**config.mk**
```make
export PLATFORM = sky130hd
export DESIGN_NAME = oaht_home
export DESIGN_NICKNAME = d
export VERILOG_FILES = /design/src/hdl/oaht_pkg.sv /design/src/hdl/oaht_home.sv
export SDC_FILE = /design/constraint.sdc
export NUM_CORES = 1
export LEC_CHECK = 0
export BUFFER_PORTS_ARGS = -buffer_cell sky130_fd_sc_hd__buf_2
export CAP_MARGIN = 20
export CORE_MARGIN = 8
export CORE_UTILIZATION = 21
export CTS_BUF_LIST = sky130_fd_sc_hd__clkbuf_4 sky130_fd_sc_hd__clkbuf_8 sky130_fd_sc_hd__clkbuf_16
export CTS_CLUSTER_SIZE = 28
export DETAILED_ROUTE_END_ITERATION = 10
export PLACE_DENSITY = 0.89
export SKIP_LAST_GASP = 1
export SLEW_MARGIN = 20
export SYNTH_ARGS = -nofsm -noshare
export SYNTH_HDL_FRONTEND = slang
export SYNTH_SLANG_ARGS = --single-unit
```
**constraint.sdc**
```tcl
create_clock -name i_clk -period 0.8 [get_ports i_clk]
set_clock_uncertainty 0.05 [all_clocks]
set_input_delay 0.04 -clock i_clk [delete_from_list [all_inputs] [get_ports i_clk]]
set_output_delay 0.04 -clock i_clk [all_outputs]
set_load 0.02 [all_outputs]
```
**src/hdl/oaht_pkg.sv**
```systemverilog
// Shared types and constants for the open-addressing hash table unit.
// No dependencies; imported by every other file in hdl/.
`default_nettype none

package oaht_pkg;

    localparam int KEY_W          = 64;
    localparam int VAL_W          = 32;
    localparam int TABLE_SIZE_DEF = 1024;

    typedef enum logic [1:0] {
        CMD_ADD = 2'd0,
        CMD_GET = 2'd1,
        CMD_DEL = 2'd2,
        CMD_NOP = 2'd3
    } t_cmd;

    typedef enum logic [1:0] {
        ST_OK     = 2'd0,
        ST_ABSENT = 2'd1,
        ST_FULL   = 2'd2
    } t_status;

    typedef enum logic [1:0] {
        MARK_EMPTY   = 2'd0,
        MARK_FULL    = 2'd1,
        MARK_CLEARED = 2'd2
    } t_mark;

    typedef enum logic [2:0] {
        S_CLEAR,
        S_IDLE,
        S_HASH,
        S_PROBE,
        S_ACT
    } t_state;

    typedef struct packed {
        t_cmd                    cmd;
        logic [KEY_W-1:0]        key;
        logic signed [VAL_W-1:0] value;
    } t_in_item;

    typedef struct packed {
        t_status                 status;
        logic signed [VAL_W-1:0] read_value;
    } t_out_item;

    // One slot of the table as held in the store.
    typedef struct packed {
        t_mark                   mark;
        logic [KEY_W-1:0]        key;
        logic signed [VAL_W-1:0] value;
    } t_slot;

endpackage

`default_nettype wire

```
**src/hdl/oaht_home.sv**
```systemverilog
// Home slot unit: key mod TABLE_SIZE.
// Depends on oaht_pkg. Power-of-two sizes register the low key bits directly;
// other sizes run a restoring reduction, 8 key bits per cycle.
`default_nettype none

module oaht_home #(
    parameter int TABLE_SIZE = oaht_pkg::TABLE_SIZE_DEF
) (
    input  wire logic                          i_clk,
    input  wire logic                          i_rst_n,
    input  wire logic                          i_start,
    input  wire logic [oaht_pkg::KEY_W-1:0]    i_key,
    output logic                               o_done,
    output logic [$clog2(TABLE_SIZE)-1:0]      o_home
);
    import oaht_pkg::*;

    localparam int IDX_W = $clog2(TABLE_SIZE);
    localparam bit POW2  = ((TABLE_SIZE & (TABLE_SIZE - 1)) == 0);

    logic [IDX_W-1:0] r_rem;
    logic             r_done;

    if (POW2) begin : g_mask
        always_ff @(posedge i_clk) begin
            if (!i_rst_n) begin
                r_done <= 1'b0;
            end else if (i_start) begin
                r_done <= 1'b1;
            end
        end

        always_ff @(posedge i_clk) begin
            if (i_start) begin
                r_rem <= i_key[IDX_W-1:0];
            end
        end
    end else begin : g_div
        localparam int BITS_PER_STEP = 8;
        localparam int STEPS         = KEY_W / BITS_PER_STEP;
        localparam int CNT_W         = $clog2(STEPS);

        logic [KEY_W-1:0] r_sh;
        logic [CNT_W-1:0] r_cnt;
        logic             r_busy;
        logic [IDX_W-1:0] n_rem;

        // Shift in one key bit at a time, MSB first; remainder stays below N.
        always_comb begin
            logic [IDX_W:0] t;
            t     = '0;
            n_rem = r_rem;
            for (int b = 0; b < BITS_PER_STEP; b++) begin
                t = {n_rem, r_sh[KEY_W-1-b]};
                if (t >= (IDX_W+1)'(TABLE_SIZE)) begin
                    t = t - (IDX_W+1)'(TABLE_SIZE);
                end
                n_rem = t[IDX_W-1:0];
            end
        end

        always_ff @(posedge i_clk) begin
            if (!i_rst_n) begin
                r_busy <= 1'b0;
                r_done <= 1'b0;
                r_cnt  <= '0;
            end else if (i_start) begin
                r_busy <= 1'b1;
                r_done <= 1'b0;
                r_cnt  <= '0;
            end else if (r_busy) begin
                r_cnt <= r_cnt + 1'b1;
                if (r_cnt == CNT_W'(STEPS - 1)) begin
                    r_busy <= 1'b0;
                    r_done <= 1'b1;
                end
            end
        end

        always_ff @(posedge i_clk) begin
            if (i_start) begin
                r_rem <= '0;
                r_sh  <= i_key;
            end else if (r_busy) begin
                r_rem <= n_rem;
                r_sh  <= r_sh << BITS_PER_STEP;
            end
        end
    end

    assign o_done = r_done;
    assign o_home = r_rem;

endmodule

`default_nettype wire

```
==> flow_metrics.py, run 1 <==
metrics = {
    "worst_setup_path": {
        "worstPathCellList": "buf_6",
        "rrSetupSlack_ns": 0.15,
        "crit_family": "flip-flops",
        "worstRegToRegCells": 1,
        "rr_endpoint": "o_done",
        "path_buf_inv": 1,
        "worstSetupEndpointType": "primary output",
        "crit_path_top_delay_cell": "edfxtp_1",
        "critical_path_class": "reg2out",
        "arrival_ns": 0.81,
        "crit_fanout": 1,
        "rr_startpoint": "o_done",
        "cpPeakStageDelay_ns": 0.40,
        "start_kind": "flip-flop",
        "crit_required_ns": 0.71,
    },
    "hold_path": {
        "worstHoldPathCells": 1,
        "hp-start": "i_start",
        "hold_end": "o_home[2]",
        "min_path_type": "in2reg",
    },
    "synth": {
        "synthCells": 12,
        "synth_top_area_share_pct": 91.6,
        "ys_seq_area_share_pct": 97.7,
        "syn_area_sq_um": 328,
        "yosysWarnings": 0,
        "synth_cell_types": 3,
        "synth.area.top_cells": "edfxtp_1 92%, dfxtp_1 6.1%, o21a_1 2.3%",
        "ys_ff_latch": 11,
        "syn-num-nets": 79,
        "synth_top_area_cell": "edfxtp_1",
        "avgSynthCellArea_sq_um": 27.3,
    },
    "grt": {
        "grt_pass1_wl_mm": 1.51,
        "met1_usage_pct": 7.13,
        "grt-ovfl-total": 0,
        "grt.met2_usage_pct": 8.01,
        "grt_pass1_vias": 305,
        "grt_use_met3_pct": 4.11,
        "gr-max-usage-layer": "met2",
        "track_usage_pct": 6.48,
        "grt_max_degree": 12,
        "antenna_found_initial": 0,
    },
    "clock_tree": {
        "cts_buffers": 3,
        "insertion_delay_ns": 0.26,
        "cts_tree": "built",
        "post-cts-setup-buffers": 0,
        "htree_levels": 1,
        "clock_path_buffers": 2,
        "clkSlewWorstSetupHoldPaths_ns": 0.07,
        "cts.sinks": 11,
        "clockRootBuffer": "clkbuf_4",
    },
    "detailed_routing": {
        "first_iter_violations": 0,
        "drt_pre_antenna_iters": 1,
        "via_per_inst": 3.91,
        "vias": 258,
        "ant_nets": 0,
        "drc": 0,
        "routed_wl_microns": 937,
        "wl_per_cell_microns": 14.2,
    },
    "floorplan": {
        "die_w_microns": 55.5,
        "dieArea_sq_um": 3080,
        "core_sq_um": 1490,
        "io_pins": 78,
        "rows": 14,
        "start_util_pct": 22.0,
        "die_y_microns": 55.5,
    },
    "layout": {
        "drive_gt1_share_pct": 56.0,
        "diodes": 0,
        "finalInstanceArea_sq_um": 673,
        "area_delta_synth_final_pct": 105,
        "nNetsFinal": 118,
        "seq_area_sq_um": 322,
        "multi_input_area_sq_um": 7.51,
        "nFillCells": 132,
    },
    "power": {
        "pwr_density_cell_nw_per_um2": 1970,
        "ir_drop_v": 0.00100,
        "power.leakage_nw": 0.287,
    },
    "timing": {
        "setup_tns_ns": -0.865,
        "rsz0062_at_grt": "true",
        "period_needed_ns": 0.905,
        "finalSetupViolations": 10,
        "relSlewSlack_pct": 84.7,
        "finalMaxSlewViolations": 0,
        "final_hold_viol_count": 0,
        "max_freq_ghz": 1.11,
        "worst_slew_pin_slew_ns": 0.229,
        "fin_ws_ns": -0.105,
        "finalCritPeriodShare_pct": 113,
    },
    "outcome": {
        "run_status": "finished, violations left",
        "violations": "negative setup slack",
    },
    "placed_design": {
        "place.gp.congestion": 0.705,
        "port-buffer-count": 23,
        "dpl_cell_area_sq_um": 463,
    },
    "job": {
        "cap_violations": 0,
    },
}
repair_timing:
action                                 in CTS  in global routing
endpoints found under the hold margin      11                  0
resized for setup                          13                 10
pin swaps                                   0                  0
setup endpoints to repair                  11                 11
hold buffers                               11                  0
per-layer routing:
layer | vias up | part of all wire (%)
met2 | 23 | 37
met3 | 2 | 14
met1 | 111 | 48
met4 | 0 | 0.85
li1 | 122 | -
met5 | - | 0
cell type report:
type,count,share of cell area [%]
Clock buffer,4,4.46
Multi-Input combinational cell,1,1.12
Sequential cell,11,47.8
Tap cell,16,2.97
Timing Repair Buffer,34,43.7
cell usage after synthesis:
cell	instances
dfxtp_1	1
o21a_1	1
edfxtp_1	10
power by group:
part | switching [mW] | leakage (nW) | internal, mW | total [mW]
clock | 0.163 | 0.0184 | 0.226 | 0.390
sequential | 0.0242 | 0.106 | 0.678 | 0.703
combinational | 0.0962 | 0.162 | 0.135 | 0.231
cell families (layout without fill, tap and decap cells):
kind of cell           count (synthesis)  count (layout)  share of synthesized area, %
AO/OA/AOI/OAI                          1               1                          2.29
flip-flops                            11              11                          97.7
buffers and inverters                  0              38                             0
sequential cells by signal (all words and copies together), names as in the netlist:
| register | count |
|---|---|
| o_home | 10 |
| o_done | 1 |
how the worst max path moves through the flow:
| stage | from | to | slack [ns] | cells after the start |
|---|---|---|---|---|
| final | o_home[7] | o_home[7] | -0.10 | 1 |
| after global routing | o_home[7] | o_home[7] | -0.13 | 1 |
| after CTS | o_home[0] | o_home[0] | -0.11 | 1 |
| after detailed placement | i_start | o_home[9] | 0.16 | 1 |
| after global placement | o_home[8] | o_home[8] | 0.18 | 1 |
| after floorplan | o_done | o_done | 0.09 | 1 |
placed cells by master (no fill, tap or decap), drive strengths merged:
cell,instances
dfxtp,1
clkbuf,4
buf,23
o21a,1
dlygate4sd3,11
edfxtp,10
per-stage QoR:
| step | instances | total power [mW] | hold WS (ns) | util [%] | setup slack, ns |
|---|---|---|---|---|---|
| 2_1_floorplan | 12 | 0.763 | 0.0889 | - | 0.0936 |
| 3_3_place_gp | 51 | 0.845 | 0.169 | 31.1 | 0.176 |
| 3_5_place_dp | 51 | 0.849 | 0.168 | 31.1 | 0.159 |
| 4_1_cts | 66 | 1.32 | 0.0928 | 43.1 | -0.114 |
| 5_1_grt | 66 | 1.38 | 0.101 | 45.2 | -0.135 |
| 6_report | 66 | 1.32 | 0.0994 | 45.2 | -0.105 |
Note: power is estimated with default switching activity, not from simulation.
==> run 2, diff against run 1 <==
--- a/config.mk
+++ b/config.mk
@@ -13,6 +13,7 @@
 export CTS_CLUSTER_SIZE = 28
 export DETAILED_ROUTE_END_ITERATION = 10
 export PLACE_DENSITY = 0.89
+export RECOVER_POWER = 100
 export SKIP_LAST_GASP = 1
 export SLEW_MARGIN = 20
 export SYNTH_ARGS = -nofsm -noshare
==> flow_metrics.py, run 2 (synthesis results as in run 1) <==
metrics = {
    "outcome": {
        "run_status": "finished, violations left",
        "violations": "negative setup slack",
    },
    "detailed_routing": {
        "first_iter_violations": 0,
        "wl_per_cell_microns": 14.2,
        "via_per_inst": 3.91,
        "routed_wl_microns": 939,
        "drc": 0,
        "vias": 258,
        "ant_nets": 0,
        "drt_pre_antenna_iters": 1,
    },
    "grt": {
        "met1_usage_pct": 7.13,
        "grt.met2_usage_pct": 8.01,
        "grt_use_met3_pct": 4.11,
        "antenna_found_initial": 0,
        "grt_max_degree": 12,
        "grt_pass1_vias": 305,
        "gr-max-usage-layer": "met2",
        "track_usage_pct": 6.48,
        "grt-ovfl-total": 0,
        "grt_pass1_wl_mm": 1.51,
    },
    "power": {
        "clockPowerShare_pct": 29.5,
        "power.leakage_nw": 0.281,
        "combinationalPowerShare_pct": 17.4,
        "internal_power_mw": 1.04,
        "switching_share_pct": 21.5,
        "ir_drop_v": 0.000977,
        "pwr_density_cell_nw_per_um2": 1970,
        "total_power_mw": 1.32,
        "pwr-share-seq_pct": 53.2,
        "power_switching_mw": 0.284,
    },
    "timing": {
        "worst_slew_pin_slew_ns": 0.544,
        "finalMaxSlewViolations": 0,
        "period_needed_ns": 0.905,
        "final_hold_viol_count": 0,
        "rsz0062_at_grt": "true",
        "fin_hold_ws_ns": 0.217,
        "setup_tns_ns": -0.865,
        "fin_ws_ns": -0.105,
        "finalCritPeriodShare_pct": 113,
        "relSlewSlack_pct": 63.8,
        "finalSetupViolations": 10,
        "max_freq_ghz": 1.11,
    },
    "layout": {
        "area_delta_synth_final_pct": 105,
        "finish.utilization_pct": 45.0,
        "diodes": 0,
        "final_cell_mix": "11 x dlygate4sd3_1, 11 x buf_6, 10 x buf_2, 10 x edfxtp_1, 4 x clkbuf_4",
        "drive_gt1_share_pct": 52.0,
        "finalInstanceArea_sq_um": 671,
        "largest_reg_flops": 10,
        "nNetsFinal": 118,
    },
    "worst_setup_path": {
        "worstSetupEndpointType": "primary output",
        "crit_path_top_delay_cell": "edfxtp_1",
        "critical_path_class": "reg2out",
        "crit_family": "flip-flops",
        "rr_startpoint": "o_done",
        "arrival_ns": 0.81,
        "start_kind": "flip-flop",
        "crit_fanout": 1,
        "cpPeakStageDelay_ns": 0.40,
        "crit_required_ns": 0.71,
        "path_buf_inv": 1,
        "cp-startpoint": "o_home[7]",
        "worstPathCellList": "buf_6",
    },
    "floorplan": {
        "start_util_pct": 22.0,
        "dieArea_sq_um": 3080,
        "core_sq_um": 1490,
        "die_y_microns": 55.5,
        "rows": 14,
        "die_w_microns": 55.5,
        "io_pins": 78,
    },
    "clock_tree": {
        "cts_buffers": 3,
        "clock_path_buffers": 2,
        "clockRootBuffer": "clkbuf_4",
        "cts.sinks": 11,
        "htree_levels": 1,
        "clkSlewWorstSetupHoldPaths_ns": 0.07,
        "cts_tree": "built",
        "insertion_delay_ns": 0.26,
        "post-cts-setup-buffers": 0,
    },
    "hold_path": {
        "hp-start": "i_start",
        "min_path_type": "in2reg",
    },
    "placed_design": {
        "dpl_cell_area_sq_um": 463,
        "place.gp.congestion": 0.705,
        "port-buffer-count": 23,
    },
    "job": {
        "cap_violations": 0,
    },
}
==> run 2: what timing repair did <==
| action | in CTS | in global routing |
|---|---|---|
| endpoints found under the setup margin | 11 | 11 |
| gates resized for setup | 13 | 10 |
| hold buffers | 11 | 0 |
| hold endpoints to repair | 11 | 0 |
==> run 2: power groups by stage <==
stage	Clock [mW]	Combinational, mW	Sequential [mW]
6_report	0.390	0.230	0.703
5_1_grt	0.425	0.244	0.707
4_1_cts	0.405	0.213	0.698
3_5_place_dp	0	0.146	0.704
3_3_place_gp	0	0.140	0.705
2_1_floorplan	0	0.00258	0.760
==> run 2: final timing paths <==
path | end | slack [ns] | cells after the start
worst max-delay path | o_home[7] | -0.10 | 1
worst min-delay path | o_home[2] | 0.22 | 1
worst max register to register | o_done | 0.15 | 1
worst min register to register | o_done | 0.42 | 1
==> run 2: area by class of cell <==
| type | instances | area, sq um |
|---|---|---|
| clock buffers | 4 | 30.0 |
| well taps | 16 | 20.0 |
| fillers | 131 | 818 |
| multi-input cells | 1 | 7.51 |
| flip-flops and latches | 11 | 322 |
| repair buffers | 34 | 292 |
==> run 2: stage by stage <==
| step | setup WS [ns] | std cells |
|---|---|---|
| floorplan | 0.0936 | 12 |
| global placement | 0.176 | 51 |
| detailed placement | 0.159 | 51 |
| CTS | -0.114 | 66 |
| global route | -0.135 | 66 |
| finish | -0.105 | 66 |
==> run 2: metal layers <==
layer | up-vias | wire, microns | share of wire, %
met4 | 0 | 8 | 0.85
li1 | 122 | - | -
met3 | 2 | 131 | 14
met1 | 111 | 452 | 48
met2 | 23 | 346 | 37
met5 | - | 0 | 0
